`config.mk`:
```
export PLATFORM = sky130hd
export DESIGN_NAME = pulse_value_to_digipot_serial_write_top
export DESIGN_NICKNAME = d
export VERILOG_FILES = /design/src/sv/pvdsw_pkg.sv /design/src/sv/pvdsw_queue.sv /design/src/sv/pvdsw_front.sv /design/src/sv/pvdsw_back.sv /design/src/sv/pulse_value_to_digipot_serial_write_top.sv
export SDC_FILE = /design/constraint.sdc
export NUM_CORES = 1
export LEC_CHECK = 0
export ABC_AREA = 1
export ABC_CLOCK_PERIOD_IN_PS = 7350
export BUFFER_PORTS_ARGS = -buffer_cell sky130_fd_sc_hd__buf_2
export CELL_PAD_IN_SITES_DETAIL_PLACEMENT = 0
export CELL_PAD_IN_SITES_GLOBAL_PLACEMENT = 1
export CORE_AREA = 5 5 243 245
export DETAILED_ROUTE_END_ITERATION = 8
export DIE_AREA = 0 0 248 250
export GPL_ROUTABILITY_DRIVEN = 0
export PLACE_DENSITY = 0.81
export RECOVER_POWER = 100
export SLEW_MARGIN = 0
export SYNTH_ARGS = -nofsm -noshare
export SYNTH_HDL_FRONTEND = slang
export SYNTH_SLANG_ARGS = --single-unit
```
`constraint.sdc`:
```
create_clock -name aclk -period 7.35 [get_ports aclk]
set_clock_uncertainty 0.15 [all_clocks]
set_input_delay 1.8375 -clock aclk [delete_from_list [all_inputs] [get_ports aclk]]
set_output_delay 1.8375 -clock aclk [all_outputs]
set_load 0.02 [all_outputs]
```
`src/sv/pvdsw_pkg.sv`:
```
// shared types, constants and helpers for the digipot serial write block
// used by every module of the block; depends on nothing
package pvdsw_pkg;

    // channel count and value limits
    localparam int unsigned CHANNELS = 4;
    localparam logic [15:0] VALUE_MIN = 16'd1000;
    localparam logic [15:0] VALUE_MAX = 16'd2000;
    localparam logic [23:0] OHMS_MAX = 24'd10000;
    localparam logic [7:0] CMD_BYTE = 8'h13;
    localparam int unsigned FRAME_BITS = 16;

    // configuration register indexes and reset values
    localparam int unsigned CFG_IDX_W = 4;
    localparam logic [CFG_IDX_W-1:0] CFG_BASE = 4'd0;
    localparam logic [CFG_IDX_W-1:0] CFG_PROP = 4'd1;
    localparam logic [CFG_IDX_W-1:0] CFG_WIPER = 4'd2;
    localparam logic [CFG_IDX_W-1:0] CFG_FULL = 4'd3;
    localparam logic [63:0] BASE_RESET = 64'h03E8_03E8_03E8_03E8;
    localparam logic [63:0] PROP_RESET = 64'h0100_0100_0100_0100;
    localparam logic [63:0] WIPER_RESET = 64'h0000_0000_0000_0000;
    localparam logic [63:0] FULL_RESET = 64'h2710_2710_2710_2710;

    // shared divider: 24-bit dividend, four quotient bits per cycle
    localparam int unsigned DVD_W = 24;
    localparam int unsigned DIV_BITS = 4;
    localparam int unsigned DIV_PASSES = DVD_W / DIV_BITS;

    // queue between front and back
    localparam int unsigned Q_DEPTH = 4;
    localparam int unsigned Q_AW = $clog2(Q_DEPTH);

    // result status codes
    typedef enum logic [1:0] {
        ST_OK    = 2'd0,
        ST_RANGE = 2'd1,
        ST_CHAN  = 2'd2,
        ST_OHMS  = 2'd3
    } status_t;

    // one classified request as handed from front to back
    typedef struct packed {
        status_t     status;
        logic [2:0]  target;
        logic [7:0]  code;
    } entry_t;

    // pick one 16-bit lane out of a four-lane register
    function automatic logic [15:0] lane_sel(input logic [63:0] lanes,
                                             input logic [1:0] idx);
        lane_sel = lanes[{idx, 4'b0000} +: 16];
    endfunction

endpackage

```
`src/sv/pvdsw_queue.sv`:
```
// small fifo of classified requests between front and back
// depends on pvdsw_pkg for the entry type and depth
module pvdsw_queue (
    input  logic               aclk,
    input  logic               aresetn,
    input  logic               push,
    input  pvdsw_pkg::entry_t  push_entry,
    output logic               full,
    input  logic               pop,
    output logic               valid,
    output pvdsw_pkg::entry_t  head
);

    pvdsw_pkg::entry_t slot_reg [pvdsw_pkg::Q_DEPTH];
    logic [pvdsw_pkg::Q_AW-1:0] wr_ptr_reg, wr_ptr_next;
    logic [pvdsw_pkg::Q_AW-1:0] rd_ptr_reg, rd_ptr_next;
    logic [pvdsw_pkg::Q_AW:0]   count_reg, count_next;
    logic                       do_push, do_pop;

    assign full    = (count_reg == (pvdsw_pkg::Q_AW+1)'(pvdsw_pkg::Q_DEPTH));
    assign valid   = (count_reg != '0);
    assign head    = slot_reg[rd_ptr_reg];
    assign do_push = push && !full;
    assign do_pop  = pop && valid;

    // pointer and fill count update
    always_comb begin
        wr_ptr_next = wr_ptr_reg + (do_push ? 1'b1 : 1'b0);
        rd_ptr_next = rd_ptr_reg + (do_pop ? 1'b1 : 1'b0);
        count_next  = count_reg;
        if (do_push && !do_pop) begin
            count_next = count_reg + 1'b1;
        end else if (do_pop && !do_push) begin
            count_next = count_reg - 1'b1;
        end
    end

    always_ff @(posedge aclk) begin
        if (!aresetn) begin
            wr_ptr_reg <= '0;
            rd_ptr_reg <= '0;
            count_reg  <= '0;
        end else begin
            wr_ptr_reg <= wr_ptr_next;
            rd_ptr_reg <= rd_ptr_next;
            count_reg  <= count_next;
        end
    end

    // entry storage
    always_ff @(posedge aclk) begin
        if (do_push) begin
            slot_reg[wr_ptr_reg] <= push_entry;
        end
    end

endmodule

```
`src/sv/pvdsw_front.sv`:
```
// front end: accepts requests, checks them and works out the wiper code
// with a shared radix-16 restoring divider; depends on pvdsw_pkg
module pvdsw_front (
    input  logic               aclk,
    input  logic               aresetn,
    input  logic               s_tvalid,
    output logic               s_tready,
    input  logic [23:0]        s_tdata,     // [2:0] channel, [18:3] control_value
    input  logic [63:0]        base_values,
    input  logic [63:0]        proportions,
    input  logic [63:0]        wiper_ohms,
    input  logic [63:0]        full_scale_ohms,
    input  logic               q_full,
    output logic               q_push,
    output pvdsw_pkg::entry_t  q_entry
);

    typedef enum logic [3:0] {
        F_IDLE = 4'b0001,
        F_DIV1 = 4'b0010,
        F_MID  = 4'b0100,
        F_DIV2 = 4'b1000
    } fstate_t;

    // push is a flag beside the state so a result and a new request share a cycle
    fstate_t                  state_reg, state_next;
    logic                     pend_reg, pend_next;
    logic [1:0]               lane_reg, lane_next;
    logic [2:0]               target_reg, target_next;
    pvdsw_pkg::status_t       status_reg, status_next;
    logic [7:0]               code_reg, code_next;
    logic                     neg_reg, neg_next;
    logic [pvdsw_pkg::DVD_W-1:0] dvd_reg, dvd_next;
    logic [15:0]              rem_reg, rem_next;
    logic [15:0]              div_reg, div_next;
    logic [2:0]               cnt_reg, cnt_next;

    logic                     accept;
    logic [2:0]               in_ch;
    logic [15:0]              in_val;
    logic [1:0]               in_lane;
    logic                     val_ok, ch_ok, zero_div;
    logic [15:0]              a_base, a_prop, a_full;
    logic [17:0]              diff1, diff2;
    logic [15:0]              mag1, mag2;
    logic                     r_bad;
    logic [13:0]              r_ohms;
    logic [pvdsw_pkg::DVD_W-1:0] step_dvd;
    logic [16:0]              step_rem;
    logic                     pass_last;

    // request fields and checks
    assign in_ch    = s_tdata[2:0];
    assign in_val   = s_tdata[18:3];
    assign in_lane  = in_ch[1:0] - 2'd1;
    assign val_ok   = (in_val >= pvdsw_pkg::VALUE_MIN) && (in_val <= pvdsw_pkg::VALUE_MAX);
    assign ch_ok    = (in_ch != 3'd0) && (in_ch <= 3'(pvdsw_pkg::CHANNELS));
    assign a_base   = pvdsw_pkg::lane_sel(base_values, in_lane);
    assign a_prop   = pvdsw_pkg::lane_sel(proportions, in_lane);
    assign a_full   = pvdsw_pkg::lane_sel(full_scale_ohms, in_lane);
    assign zero_div = (a_prop == 16'd0) || (a_full == 16'd0);
    assign diff1    = {2'b00, in_val} - {2'b00, a_base};
    assign mag1     = diff1[17] ? 16'(18'd0 - diff1) : diff1[15:0];

    // resistance check and second numerator
    assign r_bad  = neg_reg ? (dvd_reg != '0) : (dvd_reg > pvdsw_pkg::OHMS_MAX);
    assign r_ohms = neg_reg ? 14'd0 : dvd_reg[13:0];
    assign diff2  = {4'b0000, r_ohms}
                  - {2'b00, pvdsw_pkg::lane_sel(wiper_ohms, lane_reg)};
    assign mag2   = diff2[17] ? 16'(18'd0 - diff2) : diff2[15:0];

    // four restoring division steps per cycle
    always_comb begin
        step_dvd = dvd_reg;
        step_rem = {1'b0, rem_reg};
        for (int i = 0; i < pvdsw_pkg::DIV_BITS; i++) begin
            step_rem = {step_rem[15:0], step_dvd[pvdsw_pkg::DVD_W-1]};
            step_dvd = {step_dvd[pvdsw_pkg::DVD_W-2:0], 1'b0};
            if (step_rem >= {1'b0, div_reg}) begin
                step_rem    = step_rem - {1'b0, div_reg};
                step_dvd[0] = 1'b1;
            end
        end
    end

    assign pass_last = (cnt_reg == 3'(pvdsw_pkg::DIV_PASSES - 1));

    // handshakes
    assign s_tready = (state_reg == F_IDLE) && (!pend_reg || !q_full);
    assign accept   = s_tvalid && s_tready;
    assign q_push   = pend_reg;
    assign q_entry  = '{status: status_reg, target: target_reg, code: code_reg};

    // sequencing
    always_comb begin
        state_next  = state_reg;
        pend_next   = pend_reg && q_full;
        lane_next   = lane_reg;
        target_next = target_reg;
        status_next = status_reg;
        code_next   = code_reg;
        neg_next    = neg_reg;
        dvd_next    = dvd_reg;
        rem_next    = rem_reg;
        div_next    = div_reg;
        cnt_next    = cnt_reg;
        case (state_reg)
            F_IDLE: begin
                if (accept) begin
                    target_next = 3'd0;
                    code_next   = 8'd0;
                    if (!val_ok) begin
                        status_next = pvdsw_pkg::ST_RANGE;
                        pend_next   = 1'b1;
                    end else if (!ch_ok) begin
                        status_next = pvdsw_pkg::ST_CHAN;
                        pend_next   = 1'b1;
                    end else if (zero_div) begin
                        status_next = pvdsw_pkg::ST_OHMS;
                        pend_next   = 1'b1;
                    end else begin
                        lane_next   = in_lane;
                        target_next = in_ch;
                        neg_next    = diff1[17];
                        dvd_next    = {mag1, 8'h00};
                        rem_next    = 16'd0;
                        div_next    = a_prop;
                        cnt_next    = 3'd0;
                        state_next  = F_DIV1;
                    end
                end
            end
            F_DIV1: begin
                dvd_next = step_dvd;
                rem_next = step_rem[15:0];
                cnt_next = cnt_reg + 3'd1;
                if (pass_last) begin
                    state_next = F_MID;
                end
            end
            F_MID: begin
                if (r_bad) begin
                    status_next = pvdsw_pkg::ST_OHMS;
                    target_next = 3'd0;
                    pend_next   = 1'b1;
                    state_next  = F_IDLE;
                end else begin
                    neg_next   = diff2[17];
                    dvd_next   = {mag2, 8'h00};
                    rem_next   = 16'd0;
                    div_next   = pvdsw_pkg::lane_sel(full_scale_ohms, lane_reg);
                    cnt_next   = 3'd0;
                    state_next = F_DIV2;
                end
            end
            F_DIV2: begin
                dvd_next = step_dvd;
                rem_next = step_rem[15:0];
                cnt_next = cnt_reg + 3'd1;
                if (pass_last) begin
                    // code is the negated quotient modulo 256
                    code_next   = neg_reg ? step_dvd[7:0] : 8'd0 - step_dvd[7:0];
                    status_next = pvdsw_pkg::ST_OK;
                    pend_next   = 1'b1;
                    state_next  = F_IDLE;
                end
            end
            default: begin
                state_next = F_IDLE;
                pend_next  = 1'b0;
            end
        endcase
    end

    always_ff @(posedge aclk) begin
        if (!aresetn) begin
            state_reg <= F_IDLE;
            pend_reg  <= 1'b0;
        end else begin
            state_reg <= state_next;
            pend_reg  <= pend_next;
        end
    end

    // datapath registers
    always_ff @(posedge aclk) begin
        lane_reg   <= lane_next;
        target_reg <= target_next;
        status_reg <= status_next;
        code_reg   <= code_next;
        neg_reg    <= neg_next;
        dvd_reg    <= dvd_next;
        rem_reg    <= rem_next;
        div_reg    <= div_next;
        cnt_reg    <= cnt_next;
    end

endmodule

```
`src/sv/pvdsw_back.sv`:
```
// back end: turns queued entries into serial frame words or status words
// depends on pvdsw_pkg for the entry type and frame constants
module pvdsw_back (
    input  logic               aclk,
    input  logic               aresetn,
    input  logic               q_valid,
    input  pvdsw_pkg::entry_t  q_head,
    output logic               q_pop,
    output logic               m_tvalid,
    input  logic               m_tready,
    output logic [7:0]         m_tdata,    // [2:0] target, [3] serial_bit, [7:4] bit_number
    output logic [1:0]         m_tuser,    // [1:0] status
    output logic               m_tlast
);

    logic               busy_reg, busy_next;
    pvdsw_pkg::entry_t  entry_reg, entry_next;
    logic [3:0]         bit_reg, bit_next;
    logic               ok;
    logic [15:0]        frame;
    logic               serial_bit;
    logic [3:0]         bit_number;
    logic               word_last;
    logic               word_done;

    // output word from the held entry
    assign ok         = (entry_reg.status == pvdsw_pkg::ST_OK);
    assign frame      = {pvdsw_pkg::CMD_BYTE, entry_reg.code};
    assign serial_bit = ok ? frame[~bit_reg] : 1'b0;
    assign bit_number = ok ? bit_reg : 4'd0;
    assign word_last  = !ok || (bit_reg == 4'(pvdsw_pkg::FRAME_BITS - 1));

    assign m_tvalid  = busy_reg;
    assign m_tdata   = {bit_number, serial_bit, entry_reg.target};
    assign m_tuser   = entry_reg.status;
    assign m_tlast   = word_last;
    assign word_done = busy_reg && m_tready;

    // load the next entry as the last word of the current one leaves
    assign q_pop = q_valid && (!busy_reg || (word_done && word_last));

    always_comb begin
        busy_next  = busy_reg;
        entry_next = entry_reg;
        bit_next   = bit_reg;
        if (q_pop) begin
            busy_next  = 1'b1;
            entry_next = q_head;
            bit_next   = 4'd0;
        end else if (word_done) begin
            if (word_last) begin
                busy_next = 1'b0;
            end else begin
                bit_next = bit_reg + 4'd1;
            end
        end
    end

    always_ff @(posedge aclk) begin
        if (!aresetn) begin
            busy_reg <= 1'b0;
        end else begin
            busy_reg <= busy_next;
        end
    end

    always_ff @(posedge aclk) begin
        entry_reg <= entry_next;
        bit_reg   <= bit_next;
    end

endmodule

```
`src/sv/pulse_value_to_digipot_serial_write_top.sv`:
```
// Digipot serial write block.
//
// Input channel s_*: one request per word, channel (1 to 4) and control value.
// Result channel m_*: one word per frame bit, tuser carries the status and
// tlast marks bit 15 of a frame or the single word of a rejected request.
// Configuration channel cfg_*: writes one of four 64-bit registers (base,
// proportion, wiper ohms, full-scale ohms, four 16-bit lanes each); it is
// always ready, and indexes past the fourth register are dropped.
// A result passes through the front's registers, the queue and the back's entry
// register before it appears on m_*. The front takes a request in its idle state;
// a good request then makes two six-pass runs of a divider taking 4 quotient bits
// a cycle, with one check state between them, and a rejected one needs no division.
// The back sends one word a cycle while the receiver takes it, so a stream of good
// requests is paced by the frame serializer, not by the front.
// A four-entry queue parts front and back: when the receiver stalls, the
// current word holds, the queue fills, and then s_tready drops.
// Reset returns the registers to their defaults and empties the queue.
// depends on pvdsw_pkg, pvdsw_front, pvdsw_queue, pvdsw_back
module pulse_value_to_digipot_serial_write_top (
    input  logic        aclk,
    input  logic        aresetn,
    input  logic        s_tvalid,
    output logic        s_tready,
    input  logic [23:0] s_tdata,      // [2:0] channel, [18:3] control_value
    output logic        m_tvalid,
    input  logic        m_tready,
    output logic [7:0]  m_tdata,      // [2:0] target, [3] serial_bit, [7:4] bit_number
    output logic [1:0]  m_tuser,      // [1:0] status
    output logic        m_tlast,
    input  logic        cfg_valid,
    output logic        cfg_ready,
    input  logic [pvdsw_pkg::CFG_IDX_W-1:0] cfg_index,
    input  logic [63:0] cfg_data
);

    logic [63:0]        base_reg, prop_reg, wiper_reg, full_reg;
    logic               cfg_write;
    logic               q_push, q_full, q_pop, q_valid;
    pvdsw_pkg::entry_t  q_in, q_head;

    // configuration registers
    assign cfg_ready = 1'b1;
    assign cfg_write = cfg_valid && cfg_ready;

    always_ff @(posedge aclk) begin
        if (!aresetn) begin
            base_reg  <= pvdsw_pkg::BASE_RESET;
            prop_reg  <= pvdsw_pkg::PROP_RESET;
            wiper_reg <= pvdsw_pkg::WIPER_RESET;
            full_reg  <= pvdsw_pkg::FULL_RESET;
        end else if (cfg_write) begin
            case (cfg_index)
                pvdsw_pkg::CFG_BASE:  base_reg  <= cfg_data;
                pvdsw_pkg::CFG_PROP:  prop_reg  <= cfg_data;
                pvdsw_pkg::CFG_WIPER: wiper_reg <= cfg_data;
                pvdsw_pkg::CFG_FULL:  full_reg  <= cfg_data;
                default: ;
            endcase
        end
    end

    // request checking and code calculation
    pvdsw_front u_front (
        .aclk            (aclk),
        .aresetn         (aresetn),
        .s_tvalid        (s_tvalid),
        .s_tready        (s_tready),
        .s_tdata         (s_tdata),
        .base_values     (base_reg),
        .proportions     (prop_reg),
        .wiper_ohms      (wiper_reg),
        .full_scale_ohms (full_reg),
        .q_full          (q_full),
        .q_push          (q_push),
        .q_entry         (q_in)
    );

    // decoupling queue
    pvdsw_queue u_queue (
        .aclk       (aclk),
        .aresetn    (aresetn),
        .push       (q_push),
        .push_entry (q_in),
        .full       (q_full),
        .pop        (q_pop),
        .valid      (q_valid),
        .head       (q_head)
    );

    // frame serializer
    pvdsw_back u_back (
        .aclk     (aclk),
        .aresetn  (aresetn),
        .q_valid  (q_valid),
        .q_head   (q_head),
        .q_pop    (q_pop),
        .m_tvalid (m_tvalid),
        .m_tready (m_tready),
        .m_tdata  (m_tdata),
        .m_tuser  (m_tuser),
        .m_tlast  (m_tlast)
    );

endmodule

```
# Word-level counts from Yosys, hierarchy flattened
# Memories as Yosys holds them, arrays and structs flattened. A register that Yosys moved wholly into a read port is not among the register bits.
# Index checks and enable logic that the tools add are counted.
[op_classes]
bitwise = 3
n_shift = 5
n_eq_ne = 19
order_cmp = 9
n_addsub = 16
reduce_logical = 50
n_mux = 87
[ops]
columns = ["operator", "count"]
rows = [
  ["$shiftx A64 B7 Y16", 5],
  ["$mux W16", 16],
  ["$mux W24", 5],
  ["$pmux W24 S3", 1],
  ["$ge A17 B16 Y1", 4],
  ["$sub A16 B16 Y16", 4],
  ["$pmux W16 S3", 1],
  ["$mux W3", 12],
  ["$logic_not A16 Y1", 2],
  ["$mux W4", 8],
  ["$pmux W16 S2", 1],
  ["$sub A1 B16 Y16 const A", 2],
  ["$mux W1", 25],
  ["$gt A24 B14 Y1 const B", 1],
  ["$mux W8", 3],
  ["$reduce_bool A24 Y1", 1],
  ["$reduce_and A6 Y1", 3],
  ["$sub A14 B16 Y17", 1],
  ["$sub A16 B16 Y17", 1],
  ["$ge A16 B10 Y1 const B", 1],
  ["$le A16 B11 Y1 const B", 1],
  ["$pmux W4 S4", 1],
  ["$pmux W8 S2", 1],
  ["$mux W14", 1],
  ["36 further kinds", 88],
]
[totals]
inputBits = 97
wordCells = 210
memories = 1
regBits = 348
out_inout_bits = 14
ram_bits = 52
[mem_list]
columns = ["memory", "words", "width", "read_ports", "rd_ports_with_merged_regs", "write_ports", "line", "source"]
rows = [
  ["u_queue.slot_reg", 4, 13, 1, 1, 1, "pvdsw_queue.sv:14", "pvdsw_pkg::entry_t slot_reg [pvdsw_pkg::Q_DEPTH];"],
]

# Depth between registers and ports, before layout
# Gate-level depths: netlist of the first run.
[logic_depth]
word_depth = 12
depth_mapped = 58
ltp_nobuf = 55

# Modules after synthesis
# Synthesis of the first run repeated with hierarchy kept, for this count alone.
[hier_totals]
cells_unflattened = 3867
area_unflattened_um2 = 26574.2
[modules_own_cells]
columns = ["mod", "instances", "seq_area_each_um2", "cells_per_inst", "area_each_um2"]
rows = [
  ["pvdsw_front", 1, 2352.3, 1851, 11806.3],
  ["pulse_value_to_digipot_serial_write_top", 1, 5124.9, 1746, 11548.6],
  ["pvdsw_queue", 1, 1701.6, 180, 2347.3],
  ["pvdsw_back", 1, 490.5, 90, 872.1],
]

# Worst setup path after synthesis of the first run
# Ideal clock, no wire load.
[synth_timing]
kind = "flip-flop to flip-flop"
startpoint = "reg u_front.div_reg[1]"
endpoint = "reg u_front.code_reg[6] (data pin)"
n_path_buf = 3
setup_ns = 0.146
path_stages_with_launch = 54
required_time_ns = 7.054
t_arrival_ns = 7.543
period_less_slack_ns = 7.839
setup_slack_ns = -0.489
path_cell_list = "edfxtp_1 inv_1 ha_1 nand3_1 nand3b_1 nor2_1 nor2_1 nand2_4 inv_2 buf_2 nand2_1 o21ai_0 ha_1 a21o_1 a21boi_0 nand2_1 nand2_1 nand2_1 (+18 left out) ha_1 a21o_1 a21oi_1 o221ai_1 nand3_1 nand2_1 nand2_1 o311ai_0 nor2_4 nand2_4 inv_1 ha_1 inv_1 nor3_1 nand3_1 nand2_1 o21ai_0 a21oi_1"
[synth_via]
elab_chain_cells = 12
elab_cells_between_ends = 18
cone_classes = "4 x add/sub; 4 x order compare; 10 x mux"
[synth_rtl]
columns = ["element", "line", "source"]
rows = [
  ["start: declaration", "pvdsw_front.sv:35", "logic [15:0] div_reg, div_next;"],
  ["start signal: assignment", "pvdsw_front.sv:194", "div_reg <= div_next;"],
  ["$sub A16 B16 Y16 or $ge A17 B16 Y1 (tied branches)", "pvdsw_front.sv:80, pvdsw_front.sv:79", ""],
  ["$mux W16", "pvdsw_front.sv:79", "if (step_rem >= {1'b0, div_reg}) begin"],
  ["$sub A16 B16 Y16 or $ge A17 B16 Y1 (tied branches)", "pvdsw_front.sv:80, pvdsw_front.sv:79", ""],
  ["$mux W16", "pvdsw_front.sv:79", ""],
  ["$sub A16 B16 Y16 or $ge A17 B16 Y1 (tied branches)", "pvdsw_front.sv:80, pvdsw_front.sv:79", ""],
  ["$mux W16", "pvdsw_front.sv:79", ""],
  ["$ge A17 B16 Y1", "pvdsw_front.sv:79", ""],
  ["$mux W1", "pvdsw_front.sv:79", ""],
  ["$sub A1 B8 Y8 (*)", "pvdsw_front.sv:162", "code_next = neg_reg ? step_dvd[7:0] : 8'd0 - step_dvd[7:0];"],
  ["$mux W8 (*)", "pvdsw_front.sv:162", ""],
  ["$mux W8 (*)", "pvdsw_front.sv:160", "if (pass_last) begin"],
  ["$pmux W8 S2 (*)", "pvdsw_front.sv:107", "case (state_reg)"],
  ["end signal: assignment", "pvdsw_front.sv:190", "code_reg <= code_next;"],
  ["end: declaration", "pvdsw_front.sv:31", "logic [7:0] code_reg, code_next;"],
]
# Mark *: on every way between the ends. The rest lies on a longest branch, timed or not. The select of a mux whose other input is x is not followed.
# A chain may end at the register's enable or synchronous reset.

# Worst setup path in the final report of the first run
[layout_timing]
startpoint = "reg u_front.dvd_reg[23] in the netlist's numbering"
endpoint = "reg u_front.code_reg[6] (data pin)"
[layout_via]
elab_chain_cells = 12
elab_cells_between_ends = 18
cone_classes = "4 x add/sub; 4 x order compare; 10 x mux"
[layout_rtl]
columns = ["element", "line", "source"]
rows = [
  ["start: declaration", "pvdsw_front.sv:33", "logic [pvdsw_pkg::DVD_W-1:0] dvd_reg, dvd_next;"],
  ["start signal: assignment", "pvdsw_front.sv:192", "dvd_reg <= dvd_next;"],
  ["$sub A16 B16 Y16 or $ge A17 B16 Y1 (tied branches)", "pvdsw_front.sv:80, pvdsw_front.sv:79", ""],
  ["$mux W16", "pvdsw_front.sv:79", ""],
  ["$sub A16 B16 Y16 or $ge A17 B16 Y1 (tied branches)", "pvdsw_front.sv:80, pvdsw_front.sv:79", ""],
  ["$mux W16", "pvdsw_front.sv:79", ""],
  ["$sub A16 B16 Y16 or $ge A17 B16 Y1 (tied branches)", "pvdsw_front.sv:80, pvdsw_front.sv:79", ""],
  ["$mux W16", "pvdsw_front.sv:79", ""],
  ["$ge A17 B16 Y1", "pvdsw_front.sv:79", ""],
  ["$mux W1", "pvdsw_front.sv:79", ""],
  ["$sub A1 B8 Y8 (*)", "pvdsw_front.sv:162", ""],
  ["$mux W8 (*)", "pvdsw_front.sv:162", ""],
  ["$mux W8 (*)", "pvdsw_front.sv:160", ""],
  ["$pmux W8 S2 (*)", "pvdsw_front.sv:107", ""],
]
# Marks and branches as above.

==> results of run 1 <==
==> metrics by stage <==
stage	hold WS [ns]	std cells	TNS [ns]
after CTS	0.2949	4227	0
after global placement	0.2794	4118	-11.00
after detailed placement	0.2856	4118	-13.03
after floorplan	0.2705	3140	0
after global routing	0.3097	4258	-7.981
final	0.2928	4259	-0.4942
==> worst reg2reg max path, delay by kind of cell, from the launching register on <==
family | cells | cell delay, ns
buffers and inverters | 8 | 0.70
flip-flops | 1 | 0.43
adder cells (fa/ha/maj) | 6 | 1.44
XOR/XNOR | 1 | 0.16
AO/OA/AOI/OAI | 12 | 1.76
AND/OR/NAND/NOR | 25 | 2.71
==> cells in the mapped netlist (3+ instances only) <==
cell type  number
nand3_1       141
nor2_4          3
o21ai_2        17
inv_2          11
buf_2           8
buf_6           7
o311ai_0        4
or2_2           5
xnor2_1        36
fa_1            7
edfxtp_1      140
a21oi_1       349
a21boi_0        5
a32o_1         15
a211oi_1        4
o2111ai_1       4
buf_4           8
nor3_1         35
nand2_1       518
clkbuf_1      133
o21ai_0       408
dfxtp_1       273
nor2_1        346
nand2_4         5
buf_1           9
o211ai_1        7
and3_1          3
inv_1         321
nor3_2          3
nand3b_1       11
nor4_1         11
a21o_1          8
ha_1          104
o221ai_1        8
o21ai_1        33
nand4_1        28
nand2_2         9
o22a_1          6
a31oi_1         8
o22ai_1        15
xor2_1         40
==> metal layers <==
metal	up-vias	GRT usage	share of wire
li1	11230	-	-
met1	10910	0.3070	0.41
met2	697	0.4223	0.49
met3	156	0.03566	0.058
met4	0	0.07689	0.034
met5	-	0	0
==> placed cells by master, fill, tap and decap left out, drive strengths merged, types with 4 or more instances in the layout <==
cell	instances
o2111ai	4
o22a	6
nand3b	11
or2	7
o211ai	7
fa	7
clkbuf	67
nand4	29
a211oi	5
o21ai	459
nor4	11
nor3	39
o311ai	4
clkinv	13
buf	433
a31oi	8
xor2	40
dfxtp	273
nand3	143
o221ai	8
xnor2	36
a21boi	5
edfxtp	140
a21oi	351
nand2	532
a21o	8
bufinv	5
inv	334
ha	104
nor2	350
a32o	15
o22ai	15
==> path summary, 6_finish.rpt <==
| path | from | endpoint | cells after the start |
|---|---|---|---|
| worst min register to register | wiper_reg[41] | wiper_reg[41] | 2 |
| worst max register to register | u_front.dvd_reg[23] | u_front.code_reg[6] | 52 |
| worst max-delay path | u_front.dvd_reg[23] | u_front.code_reg[6] | 52 |
| worst min-delay path | wiper_reg[41] | wiper_reg[41] | 2 |
==> logic make-up (layout without fill, tap and decap cells) <==
family	Yosys count	count (layout)	share of synthesized area
simple gates	1128	1128	0.2033
compound gates	911	911	0.2110
buf+inv	500	853	0.08417
flops	413	413	0.4117
fa+ha+maj	111	111	0.06137
xor+xnor	76	76	0.02834
other cells	1	2	0.0001597
==> what timing repair did <==
item / 4_1_cts / 5_1_grt
pin swaps: 55 / 75
setup endpoints to repair: 25 / 25
setup buffers: 29 / 31
endpoints found under the hold margin: 0 / 0
gates cloned: 4 / 1
resized for setup: 152 / 143
==> cell type report <==
type                            instances  area, um^2
Fill cell                            5248       27060
Timing Repair Buffer                  439        3199
Clock inverter                         16       229.0
Tap cell                              765       957.2
Clock buffer                           61        1276
Inverter                              335        1282
Antenna cell                            1       2.502
Timing Repair inverter                  2       12.51
Sequential cell                       413        9669
Multi-Input combinational cell       2227       13240
==> metrics.md, run 1 <==
| Metric | Value |
|---|---|
| Outcome | complete, but fails checks |
| Failing checks | negative setup slack |
| Vias per inst | 5.398 |
| Largest net degree at the start of global routing | 137 |
| Worst Tran Pin Value | 1.396 ns |
| Cell Area, Placed | between 20000 and 30000 um^2 |
| Max-slew violations | 0 |
| CTS max path bufs | 3 |
| First-pass GRT wire length | 120000 um |
| Placeable Area | about 57000 um^2 |
| HPWL Detailed | 54870 um |
| Reg clk slew, reported paths | 0.06 ns |
| CTS Root Cell | clkbuf_16 |
| Vias post-DR | 22990 |
| Share of layout cells above drive strength 1 | 0.2219 |
| YS warnings | 0 |
| Worst Path Arrival | 7.74 ns |
| Post-synthesis register bit count | roughly 410 |
| DR iter-0 viols | 1632 |
| Register area share after synthesis | 0.4117 |
| Final setup margin | -0.1101 ns |
| Area growth, synth to finish | 27.15% |
| Library cells used by synthesis | 66 |
| FF-to-FF setup slack | -0.11 ns |
| Final critical-path share of the clock period | 1.015 |
| Synth area leaders | dfxtp_1, edfxtp_1, o21ai_0 |
| Die area | 62000 um^2 |
| Max incr delay on CP | 0.43 ns |
| RSZ-0062 raised after global routing | true |
| Worst path required time | 7.63 ns |
| Port buffer count | 104 |
| Clock Sinks | 413 |
| Fmax | 0.1340 GHz |
| Post-synth EDFFs | 140 |
| # hold bufs at CTS | 0 |
| Final core occ | 0.5246 |
| Cell Rows | 88 |
| Routed WL | 78630 um |
| Tmin final | about 7.5 ns |
| Final Hold Viols | 0 |
| Dpl ws | -0.7922 ns |
| WL/cell | 18.46 um |
| Io pins | 111 |
| HP Class | flip-flop to flip-flop |
| H-tree depth | 2 |
| Insertion delay to the later sink of the worst-skew pair | 0.59 ns |
| Syn nets | 3348 |
| Tot GR Track Use | 0.2419 |
| CTS tree | built |
| Antenna violations before repair | 3 |
| Worst Path Buf+Inv | 8 |
| TritonCTS Buffers | 44 |
| DRC errors left | 0 |
| Normalized max-slew margin | 0.06934 |
| Initial core utilization | 0.4126 |
| Drt first pass iters | 5 |
| Crit path max-delay cell type | edfxtp_1 |
| Top_reg_cell synth | dfxtp_1 |
| Post-DRT Antenna Nets | 0 |
| CP Class | flip-flop to flip-flop |
| FFs w/ async S/R, synth | 0 |
| Die Ht | about 250 um |
| GRT Residual Overflow | 0 |
| Post-route cell area | around 30000 um^2 |
| Mapped Area | 23490 um^2 |
| # setup viols final | 8 |
| Die width | approximately 250 um |
| NumNets Final | 3670 |
| Mapped Cells | 3140 |
| CP Max Fanout | 7 |
| Most frequent CP cell | nand2_2 |
| Mapped Avg Cell Area | 7.480 um^2 |
| Crit start category | flip-flop |
| Synth area leader | dfxtp_1 |
| Worst Setup End Kind | flip-flop |
| Max_cap viols | 0 |
| CP delay by family, top | simple AND/OR/NAND/NOR gates |
| Number of global-route vias before repair | roughly 22000 |
| Top cell type's share of synthesized area | 0.2327 |
Power of run 1 is not shown: default switching activity piles up to over one toggle a cycle in this logic, so the estimate is an artifact.
==> inputs of run 2 (changes only) <==
--- a/config.mk
+++ b/config.mk
@@ -16,6 +16,7 @@
 export GPL_ROUTABILITY_DRIVEN = 0
 export PLACE_DENSITY = 0.81
 export RECOVER_POWER = 100
+export REMOVE_ABC_BUFFERS = 1
 export SLEW_MARGIN = 0
 export SYNTH_ARGS = -nofsm -noshare
 export SYNTH_HDL_FRONTEND = slang
==> run 2 against run 1 <==
Effect of this change:
- the flow finishes with violations (max-capacitance violations, max-slew violations)
- clock-buffer cell count increased by 6
- via count decreased by 0.93%
- setup slack improved by 0.17 ns
- final cell count decreased by 0.42%
- sequential share of layout area increased by 0.098 points
- critical path depth decreased by 4
- register-to-register slack improved by 0.17 ns
- design area decreased by 0.30%
- die area unchanged
- utilization decreased by 0.16 points
==> metrics.md, run 2 (synthesis gave the netlist of run 1 again) <==
| Metric | Value |
|---|---|
| Crit path max-delay cell type | edfxtp_1 |
| Clock Sinks | around 410 |
| Die width | about 250 um |
| Dpl ws | -0.7924 ns |
| Worst Setup End Kind | flip-flop |
| CP Class | flip-flop to flip-flop |
| Most frequent CP cell | nand2_2 |
| Vias per inst | 5.371 |
| CP Max Fanout | 32 |
| Failing checks | max-capacitance violations, max-slew violations |
| # setup viols final | 0 |
| Fillers | 5346 |
| Drt first pass iters | 5 |
| Max incr delay on CP | about 0.37 ns |
| Ant diodes | 0 |
| Commonest non-fill, non-tap cells in the layout | nand2_1, o21ai_0, nor2_1 |
| CTS max path bufs | 3 |
| Port buffer count | 104 |
| Area growth, synth to finish | 26.76% |
| Insertion delay to the later sink of the worst-skew pair | 0.59 ns |
| Cell Rows | 88 |
| Fmax | approximately 0.14 GHz |
| HPWL Detailed | 51640 um |
| TritonCTS Buffers | 46 |
| CTS tree | built |
| Routed WL | about 74000 um |
| First-pass GRT wire length | 115100 um |
| WL/cell | roughly 18 um |
| Crit start category | flip-flop |
| Largest net degree at the start of global routing | 114 |
| DRC errors left | 0 |
| Post-route setup TNS | 0 ns |
| Number of global-route vias before repair | about 22000 |
| Worst Hold Launch | wiper_reg[33] |
| Die Ht | 250 um |
| Post-DRT Antenna Nets | 0 |
| CTS Root Cell | clkbuf_16 |
| CP delay by family, top | simple AND/OR/NAND/NOR gates |
| Reg clk slew, reported paths | 0.06 ns |
| Worst Path Arrival | 7.38 ns |
| Worst Tran Pin Value | ~3.0 ns |
| Worst Path Buf+Inv | 9 |
| NumNets Final | between 3000 and 4000 |
| RSZ-0062 raised after global routing | true |
| Outcome | complete, but fails checks |
| Vias post-DR | 22780 |
| Final setup margin | 0.06094 ns |
| Crit path from | u_front.div_reg[14] |
| GRT Residual Overflow | 0 |
| Tot GR Track Use | 0.2284 |
| Io pins | 111 |
| HP Class | flip-flop to flip-flop |
| Placeable Area | 56920 um^2 |
| # hold bufs at CTS | 0 |
| Max_cap viols | 6 |
| DR iter-0 viols | around 1600 |
| Max-slew violations | 341 |
| Antenna violations before repair | 4 |
| Final critical-path share of the clock period | 0.9917 |
| Initial core utilization | 0.4126 |
| Reg-to-reg startpoint | u_front.div_reg[14] |
| Normalized max-slew margin | -0.9754 |
| Die area | between 60000 and 70000 um^2 |
| Final Hold Viols | 0 |
| H-tree depth | 2 |
| Most common cell after layout, fill and taps aside | nand2_1 |
| Tmin final | 7.289 ns |
| Worst path required time | 7.44 ns |
| Share of layout cells above drive strength 1 | 0.2126 |
## run 2: metrics by stage
| stage | std cells | util | hold WS [ns] | cell area, um^2 |
|---|---|---|---|---|
| floorplan | 2975 | - | 0.2699 | 22780 |
| global placement | 4110 | 0.4635 | 0.2804 | 26380 |
| detailed placement | 4110 | 0.4635 | 0.2858 | 26380 |
| CTS | 4211 | 0.5032 | 0.2952 | 28640 |
| global route | 4241 | 0.5230 | 0.3129 | 29770 |
| finish | 4241 | 0.5230 | 0.2958 | 29770 |
## run 2: layout make-up
class / instances / area (um^2) / area share
inverter: 335 / 1297 / 0.04358
timing repair inverter: 1 / 8.758 / 0.0002942
clock buffer: 67 / 1373 / 0.04610
sequential: 413 / 9669 / 0.3248
tap: 765 / 957.2 / 0.03215
clock inverter: 16 / 211.5 / 0.007102
timing repair buffer: 417 / 2957 / 0.09930
multi-input combinational: 2227 / 13300 / 0.4467
## run 2: worst register-to-register path, delay by kind of cell (launching register included)
kind / cells / cell delay (ns)
buf+inv: 9 / 1.32
simple gates: 29 / 2.99
fa+ha+maj: 4 / 1.23
compound gates: 6 / 0.91
flops: 1 / 0.37
## run 2: repair_timing
| item | CTS | global route |
|---|---|---|
| setup buffers | 16 | 31 |
| resized for setup | 100 | 210 |
| pin swaps | 35 | 92 |
| endpoints found under the setup margin | 25 | 25 |
| cloned | 2 | 1 |
## run 2: final timing paths
| kind | to | slack [ns] | cells after the start |
|---|---|---|---|
| setup / recovery | u_front.rem_reg[13] | 0.06 | 48 |
| hold / removal | wiper_reg[33] | 0.30 | 2 |
| setup reg to reg | u_front.rem_reg[13] | 0.06 | 48 |
| hold reg to reg | wiper_reg[33] | 0.30 | 2 |
## run 2: layer usage
| layer | part of all wire | up-vias | global-route usage | routed length (um) |
|---|---|---|---|---|
| met5 | 0.00044 | - | 0 | 33 |
| met4 | 0.035 | 6 | 0.07181 | 2583 |
| met3 | 0.050 | 153 | 0.02763 | 3725 |
| met2 | 0.48 | 620 | 0.3880 | 35670 |
| met1 | 0.43 | 10810 | 0.3034 | 32280 |
| li1 | - | 11190 | - | - |
Power of run 2 is left out for the same reason.
